<file path="config.mk">
export PLATFORM = sky130hd
export DESIGN_NAME = text_command_line_decoder
export DESIGN_NICKNAME = d
export VERILOG_FILES = /design/src/design/tcld_pkg.sv /design/src/design/text_command_line_decoder.sv /design/src/design/tcld_match.sv
export SDC_FILE = /design/constraint.sdc
export NUM_CORES = 1
export LEC_CHECK = 0
export ABC_AREA = 1
export BUFFER_PORTS_ARGS = -buffer_cell sky130_fd_sc_hd__buf_2
export CAP_MARGIN = 20
export CORE_ASPECT_RATIO = 0.8
export CORE_MARGIN = 4
export CORE_UTILIZATION = 50
export CTS_CLUSTER_SIZE = 28
export DETAILED_ROUTE_END_ITERATION = 12
export PLACE_DENSITY = 0.8
export SLEW_MARGIN = 5
export SYNTH_ARGS = -nofsm -noshare
export SYNTH_HDL_FRONTEND = slang
export SYNTH_SLANG_ARGS = --single-unit
</file>
<file path="constraint.sdc">
create_clock -name clk -period 2.45 [get_ports clk]
set_input_delay 0 -clock clk [delete_from_list [all_inputs] [get_ports clk]]
set_output_delay 0 -clock clk [all_outputs]
set_load 0.05 [all_outputs]
</file>
<file path="src/design/tcld_pkg.sv">
// Package for the text command line decoder: shared types, event and LED codes.
// No dependencies; imported by tcld_match, text_command_line_decoder and tb_top.
`timescale 1ns / 1ps
`default_nettype none

package tcld_pkg;

	// Bytes of a line kept for command matching
	localparam int unsigned PREFIX_DEPTH = 16;

	// Event codes carried on the result tuser
	localparam logic [1:0] EV_LED     = 2'd0;
	localparam logic [1:0] EV_MOTOR   = 2'd1;
	localparam logic [1:0] EV_UNKNOWN = 2'd2;

	// LED state codes
	localparam logic [1:0] LED_OFF   = 2'd0;
	localparam logic [1:0] LED_WHITE = 2'd1;
	localparam logic [1:0] LED_RED   = 2'd2;
	localparam logic [1:0] LED_GREEN = 2'd3;

	// Line control characters
	localparam logic [7:0] BYTE_LF = 8'd10;
	localparam logic [7:0] BYTE_CR = 8'd13;

	// Line prefix, entry 0 is the first byte of the line
	typedef logic [PREFIX_DEPTH-1:0][7:0] prefix_t;

	// Classification of one finished line
	typedef struct packed {
		logic       ignore;     // empty line or heartbeat
		logic       led_set;
		logic [1:0] led_val;
		logic       motor_set;
		logic [1:0] motor_val;
	} match_t;

endpackage

`default_nettype wire

</file>
<file path="src/design/text_command_line_decoder.sv">
// Top level of the text command line decoder: byte stage, line state, result register.
// Depends on tcld_pkg and tcld_match.
`timescale 1ns / 1ps
`default_nettype none

// Channel   Direction  tdata                                          tuser
// s_axis    in         [7:0] rx_byte                                  -
// m_axis    out        [1:0] led_state, [3:2] motor_gear,             [1:0] event_res
//                      [9:4] unknown_length, [15:10] zero
//
// One byte per cycle while the result register can take a beat: a byte is registered,
// then the line state and, on a newline, the command match run combinationally into the result register.
// An accepted newline passes through the byte stage register and then the result register.
// arst_n clears the line length, overflow flag, CR mark, LED and motor state and valids.
// A held result stalls the byte stage only; with the result taken no stall occurs.
module text_command_line_decoder #(
	parameter int unsigned LINE_BYTES = 64
) (
	input  wire logic        clk,
	input  wire logic        arst_n,
	input  wire logic        s_axis_tvalid,
	output logic             s_axis_tready,
	input  wire logic [7:0]  s_axis_tdata,   // [7:0] rx_byte
	output logic             m_axis_tvalid,
	input  wire logic        m_axis_tready,
	output logic [15:0]      m_axis_tdata,   // led_state, motor_gear, unknown_length, pad
	output logic [1:0]       m_axis_tuser    // [1:0] event_res
);
	import tcld_pkg::*;

	localparam int unsigned LEN_W = $clog2(LINE_BYTES);

	logic              valid_s1;
	logic [7:0]        byte_s1;
	logic [LEN_W-1:0]  len_q;
	logic              ovf_q;
	logic              cr_q;
	prefix_t           prefix_q;
	logic [1:0]        led_q;
	logic [1:0]        motor_q;
	logic              out_valid_q;
	logic [1:0]        out_user_q;
	logic [15:0]       out_data_q;

	logic              out_free;
	logic              proc;
	logic              is_lf;
	logic [LEN_W-1:0]  len_eff;
	logic              len_short;
	match_t            match;
	logic              emit;
	logic [1:0]        led_next;
	logic [1:0]        motor_next;
	logic [1:0]        ev_code;
	logic [5:0]        unk_len;

	// Handshake: byte stage moves whenever the result register can take a beat
	assign out_free      = !out_valid_q || m_axis_tready;
	assign proc          = valid_s1 && out_free;
	assign s_axis_tready = !valid_s1 || out_free;

	// Line length with a trailing CR stripped
	assign is_lf     = (byte_s1 == BYTE_LF);
	assign len_eff   = len_q - LEN_W'(cr_q && (len_q != '0));
	assign len_short = (32'(len_eff) <= 32'(PREFIX_DEPTH));

	tcld_match u_match (
		.prefix (prefix_q),
		.len    (len_eff[4:0]),
		.short  (len_short),
		.result (match)
	);

	// Classify the finished line
	always_comb begin
		emit       = is_lf && !ovf_q && !match.ignore;
		led_next   = match.led_set ? match.led_val : led_q;
		motor_next = match.motor_set ? match.motor_val : motor_q;
		if (match.led_set) begin
			ev_code = EV_LED;
		end else if (match.motor_set) begin
			ev_code = EV_MOTOR;
		end else begin
			ev_code = EV_UNKNOWN;
		end
		unk_len = '0;
		if (ev_code == EV_UNKNOWN) begin
			unk_len = (32'(len_eff) > 32'd63) ? 6'd63 : 6'(len_eff);
		end
	end

	// Byte stage
	always_ff @(posedge clk or negedge arst_n) begin
		if (!arst_n) begin
			valid_s1 <= 1'b0;
		end else if (s_axis_tready) begin
			valid_s1 <= s_axis_tvalid;
		end
	end

	always_ff @(posedge clk) begin
		if (s_axis_tready && s_axis_tvalid) begin
			byte_s1 <= s_axis_tdata;
		end
	end

	// Line state and kept LED and motor state
	always_ff @(posedge clk or negedge arst_n) begin
		if (!arst_n) begin
			len_q   <= '0;
			ovf_q   <= 1'b0;
			cr_q    <= 1'b0;
			led_q   <= LED_OFF;
			motor_q <= '0;
		end else if (proc) begin
			if (is_lf) begin
				len_q <= '0;
				ovf_q <= 1'b0;
				cr_q  <= 1'b0;
				if (!ovf_q) begin
					led_q   <= led_next;
					motor_q <= motor_next;
				end
			end else if (!ovf_q) begin
				if (len_q == LEN_W'(LINE_BYTES - 1)) begin
					ovf_q <= 1'b1;
				end else begin
					len_q <= len_q + LEN_W'(1);
					cr_q  <= (byte_s1 == BYTE_CR);
				end
			end
		end
	end

	// Store the first bytes of the line
	always_ff @(posedge clk) begin
		if (proc && !is_lf && !ovf_q && len_q != LEN_W'(LINE_BYTES - 1)
			&& 32'(len_q) < 32'(PREFIX_DEPTH)) begin
			prefix_q[len_q[3:0]] <= byte_s1;
		end
	end

	// Result register
	always_ff @(posedge clk or negedge arst_n) begin
		if (!arst_n) begin
			out_valid_q <= 1'b0;
		end else if (out_free) begin
			out_valid_q <= proc && emit;
		end
	end

	always_ff @(posedge clk) begin
		if (proc && emit) begin
			out_user_q <= ev_code;
			out_data_q <= {6'd0, unk_len, motor_next, led_next};
		end
	end

	assign m_axis_tvalid = out_valid_q;
	assign m_axis_tuser  = out_user_q;
	assign m_axis_tdata  = out_data_q;

endmodule

`default_nettype wire

</file>
<file path="src/design/tcld_match.sv">
// Command matcher: compares the kept line prefix against the known commands.
// Depends on tcld_pkg for prefix_t, match_t and the LED codes.
`timescale 1ns / 1ps
`default_nettype none

module tcld_match (
	input  tcld_pkg::prefix_t prefix,
	input  logic [4:0]        len,      // line length after CR strip, valid when short
	input  logic              short,    // line fits in the prefix
	output tcld_pkg::match_t  result
);
	import tcld_pkg::*;

	localparam logic [31:0] STR_PING  = "ping";
	localparam logic [31:0] STR_PONG  = "pong";
	localparam logic [47:0] STR_ON    = "led_on";
	localparam logic [55:0] STR_OFF   = "led_off";
	localparam logic [79:0] STR_COLOR = {"led_", "color_"};
	localparam logic [39:0] STR_WHITE = "white";
	localparam logic [23:0] STR_RED   = "red";
	localparam logic [39:0] STR_GREEN = "green";
	localparam logic [95:0] STR_MOTOR = {"motor_", "speed_"};
	localparam logic [5:0]  DIGIT_HI  = 6'b001100;   // '0'..'3' share these upper bits

	logic [31:0] head4;
	logic [47:0] head6;
	logic [55:0] head7;
	logic [79:0] head10;
	logic [95:0] head12;
	logic [39:0] tail5;
	logic [23:0] tail3;
	logic        is_ping;
	logic        is_on;
	logic        is_off;
	logic        is_white;
	logic        is_red;
	logic        is_green;
	logic        is_motor;

	// Gather prefix slices in text order
	assign head4  = {prefix[0], prefix[1], prefix[2], prefix[3]};
	assign head6  = {head4, prefix[4], prefix[5]};
	assign head7  = {head6, prefix[6]};
	assign head10 = {head7, prefix[7], prefix[8], prefix[9]};
	assign head12 = {head10, prefix[10], prefix[11]};
	assign tail3  = {prefix[10], prefix[11], prefix[12]};
	assign tail5  = {tail3, prefix[13], prefix[14]};

	// Compare against each command, length first
	assign is_ping  = short && (len == 5'd4) && (head4 == STR_PING || head4 == STR_PONG);
	assign is_on    = short && (len == 5'd6) && (head6 == STR_ON);
	assign is_off   = short && (len == 5'd7) && (head7 == STR_OFF);
	assign is_white = short && (len == 5'd15) && (head10 == STR_COLOR) && (tail5 == STR_WHITE);
	assign is_green = short && (len == 5'd15) && (head10 == STR_COLOR) && (tail5 == STR_GREEN);
	assign is_red   = short && (len == 5'd13) && (head10 == STR_COLOR) && (tail3 == STR_RED);
	assign is_motor = short && (len == 5'd13) && (head12 == STR_MOTOR)
		&& (prefix[12][7:2] == DIGIT_HI);

	// Build the classification
	always_comb begin
		result.ignore    = (short && len == 5'd0) || is_ping;
		result.led_set   = is_on || is_off || is_white || is_red || is_green;
		result.led_val   = LED_OFF;
		if (is_on || is_white) begin
			result.led_val = LED_WHITE;
		end else if (is_red) begin
			result.led_val = LED_RED;
		end else if (is_green) begin
			result.led_val = LED_GREEN;
		end
		result.motor_set = is_motor;
		result.motor_val = prefix[12][1:0];
	end

endmodule

`default_nettype wire

</file>
==> metrics.md <==
| Metric | Value |
|---|---|
| HP Class | in2async |
| Global-route wire length before repair | 23,300 um |
| Final setup viols | 24 |
| Peak supply drop | 0.644 mV |
| Fillers | 919 |
| DRT iter0 DRCs | between 500 and 600 |
| R2R cell count | 19 |
| Starting Density | ~51% |
| Tmin final | 2.59 ns |
| Status | finished, violations left |
| Largest family of logic cells by synthesized area | simple AND/OR/NAND/NOR gates |
| FF-to-FF Start | len_q[0] |
| Critical Path Source Type | flip-flop |
| Drt pass-1 iters | 5 |
| Clock latency on the worst-skew pair | about 0.43 ns |
| PD cells | approximately 850 nW/um^2 |
| Most frequent cells in the layout | edfxtp_1 (140), nand2_1 (106), nor2_1 (82) |
| CTS tree | built |
| DIE WIDTH | around 140 um |
| Number of flops mapped to enable cells by yosys | 140 |
| Area growth, synth to finish | 23.9% |
| Max-slew headroom | 65.1% |
| Routed via count | ~4.6k |
| Setup ws final | -0.145 ns |
| Main flop type after synthesis | edfxtp_1 |
| Io pins | 32 |
| Worst-path cell chain | inv_2, ha_4, nand3_2, nand2_2, inv_2, ha_4, ha_4, inv_1, nand2_2, nand2_4, inv_2, nor2_8, nand3_2, nor2_4, nand3_4, nand2_1, nor2_1, nand3_4, nor2_1 |
| Synth warn | 0 |
| Row cnt | 37 |
| Register area share after synthesis | 69.4% |
| Final net count | about 700 |
| Setup crit end kind | flip-flop |
| Mapped Area | 6560 sq um |
| Post-Route WL | 15,400 um |
| Total global-route track usage | 20.7% |
| CORE AREA | roughly 13,000 sq um |
| R2R Setup Slk | -0.14 ns |
| Clk_skew | 0.0130 ns |
| Min Hold Slack | 0.0330 ns |
| Place WS | -0.0986 ns |
| Crit-path max FO | 5 |
| Clock sinks | 154 |
| H-tree Lvls | 4 |
| Multiplexer share of the synthesized area | 0% |
| DRC errors left | 0 |
| Num CTS Buffers | 17 |
| CP arrival | 2.77 ns |
| Pins Over Slew Limit | 0 |
| Final hold vios | 0 |
| Cell family with most CP delay | simple AND/OR/NAND/NOR gates |
| Critical Path Slowest Stage Cell | dfrtp_1 |
| Failing checks | negative setup slack |
| WS Path Type | reg2reg |
| Area occupied by multi-input gates | 1790 sq um |
| Leak pwr | 3.20 nW |
| Post-DP HPWL | approximately 9500 um |
| Ys async rst share | 9.09% |
| RSZ-0062 raised after global routing | yes |
| Worst setup startpoint | len_q[0] |
| Clock transition at path regs | 0.06 ns |
| I/O Buffers | 25 |
| RR Endpoint | m_axis_tdata[7] |
| Worst-margin pin slew | approximately 0.52 ns |
| Compound-cell area share of the yosys netlist | around 1.1% |
| Clk root buf | clkbuf_16 |
| Die height | 110 um |
| Clk buf depth | 2 |
| Critical path endpoint | m_axis_tdata[7] |
| Final period utilization | 106% |
| Die Footprint | 15,000 sq um |
| Max_cap viols | 0 |
| Max stage delay on crit path | around 0.39 ns |
| XOR/XNOR share of the synthesized area | less than 1% |
| Power, Total | 6.89 mW |
| Routed len/inst | 17.7 um |
| Antenna violations before repair | 0 |
| Bufs and invs on worst path | 4 |
| Number of diodes | 0 |
| Layout cells sized above 1 | 23.4% |
| Pin count of the biggest net entering global routing | 17 |
| Register area | 4550 sq um |
| Adder-cell share of the synthesized area | 1.14% |
| Vias in the first global route | 4,728 |
| Remaining antenna violation count | 0 |
| Fmax | ~0.39 GHz |
| #FFs+latches synth | 154 |
| Synth unique cells | 32 |
| Commonest non-fill, non-tap cell in the layout | edfxtp_1 |
| Gp weighted congestion | 0.897 |
| Congestion Overflow GR | 0 |
| CP Depth | 19 |
| Vias per std cell | 5.34 |
| Synth Instances | 578 |
| Worst path required time | 2.63 ns |
| Syn Area/Cell | 11.3 sq um |
| Post-Synth Simple-Gate Area | 21.9% |
==> worst min path at each step <==
stage	start	depth (start not counted)	to
after detailed placement	arst_n	1	led_q[1]
after floorplan	arst_n	0	cr_q
final	arst_n	2	led_q[1]
after CTS	arst_n	2	led_q[1]
after global routing	arst_n	2	led_q[1]
after global placement	arst_n	1	led_q[1]
==> kinds of logic (layout without fill, tap and decap cells) <==
kind of cell / after synthesis / count (layout)
other cells: 1 / 6
simple gates: 310 / 310
flops: 154 / 154
compound gates: 12 / 12
fa+ha+maj: 6 / 6
xor+xnor: 2 / 2
buf+inv: 93 / 203
==> cell type report <==
cell class | instances | area share, %
clock buffer | 20 | 5.49
clock inverter | 12 | 2.12
inverter | 85 | 3.99
multi-input combinational | 336 | 22.0
sequential | 154 | 56.0
tap | 175 | 2.69
timing repair buffer | 86 | 7.71
==> repair_timing <==
| item | 4_1_cts | 5_1_grt |
|---|---|---|
| pin swaps | 8 | 11 |
| buffers inserted | 5 | 7 |
| hold endpoints to repair | 25 | 0 |
| setup endpoints to repair | 45 | 122 |
| hold buffers | 13 | 0 |
| resized for setup | 10 | 31 |
==> cells in the mapped netlist (2+ instances only) <==
cell type	number	share of area (%)
a21oi_1	5	0.38
buf_4	6	0.69
buf_6	2	0.34
dfrtp_1	14	5.3
edfxtp_1	140	64
ha_1	6	1.1
inv_1	82	4.7
inv_2	2	0.11
nand2_1	113	6.5
nand2_2	8	0.76
nand2_4	2	0.34
nand3_1	29	2.2
nand3_2	7	1.1
nand3b_1	2	0.23
nand4_1	16	1.5
nor2_1	93	5.3
nor2_2	3	0.29
nor2_4	2	0.34
nor2_8	2	0.61
nor3_1	24	1.8
nor3b_1	2	0.23
nor4_1	4	0.38
o21ai_0	3	0.23
o31ai_1	2	0.23
or2_1	2	0.19
==> flip-flops by register name (all words and copies together), names as in the netlist <==
| name | count |
|---|---|
| byte_s1 | 8 |
| cr_q | 1 |
| led_q | 2 |
| len_q | 6 |
| m_axis_tdata | 10 |
| m_axis_tuser | 2 |
| m_axis_tvalid | 1 |
| motor_q | 2 |
| ovf_q | 1 |
| prefix_q | 120 |
| valid_s1 | 1 |
==> through the flow <==
step	utilization, %	area (sq um)	std cells	setup TNS, ns
CTS	62.0	7980	861	0
global placement	55.5	7140	811	0
floorplan	-	6590	583	0
finish	63.2	8130	868	-1.06
detailed placement	55.5	7140	811	-1.42
global route	63.2	8130	868	-5.52
==> worst register-to-register path: cells and delay by family, from the launching register on <==
kind	cells	cell delay, ns
AND/OR/NAND/NOR	12	1.19
flip-flops	1	0.39
adder cells (fa/ha/maj)	3	0.48
buffers and inverters	4	0.26
==> routing by layer <==
layer	GRT usage [%]	vias up	routed length, um
met3	6.06	44	1390
met5	0	-	0
met4	9.54	0	547
li1	-	2125	-
met2	34.6	251	7750
met1	24.6	2218	5670
==> power by group <==
group	total [mW]	switching, mW	internal [mW]
Sequential	3.03	0.0591	2.97
Combinational	1.10	0.683	0.421
Clock	2.76	1.03	1.73
Note: power is estimated with default switching activity, not from simulation.
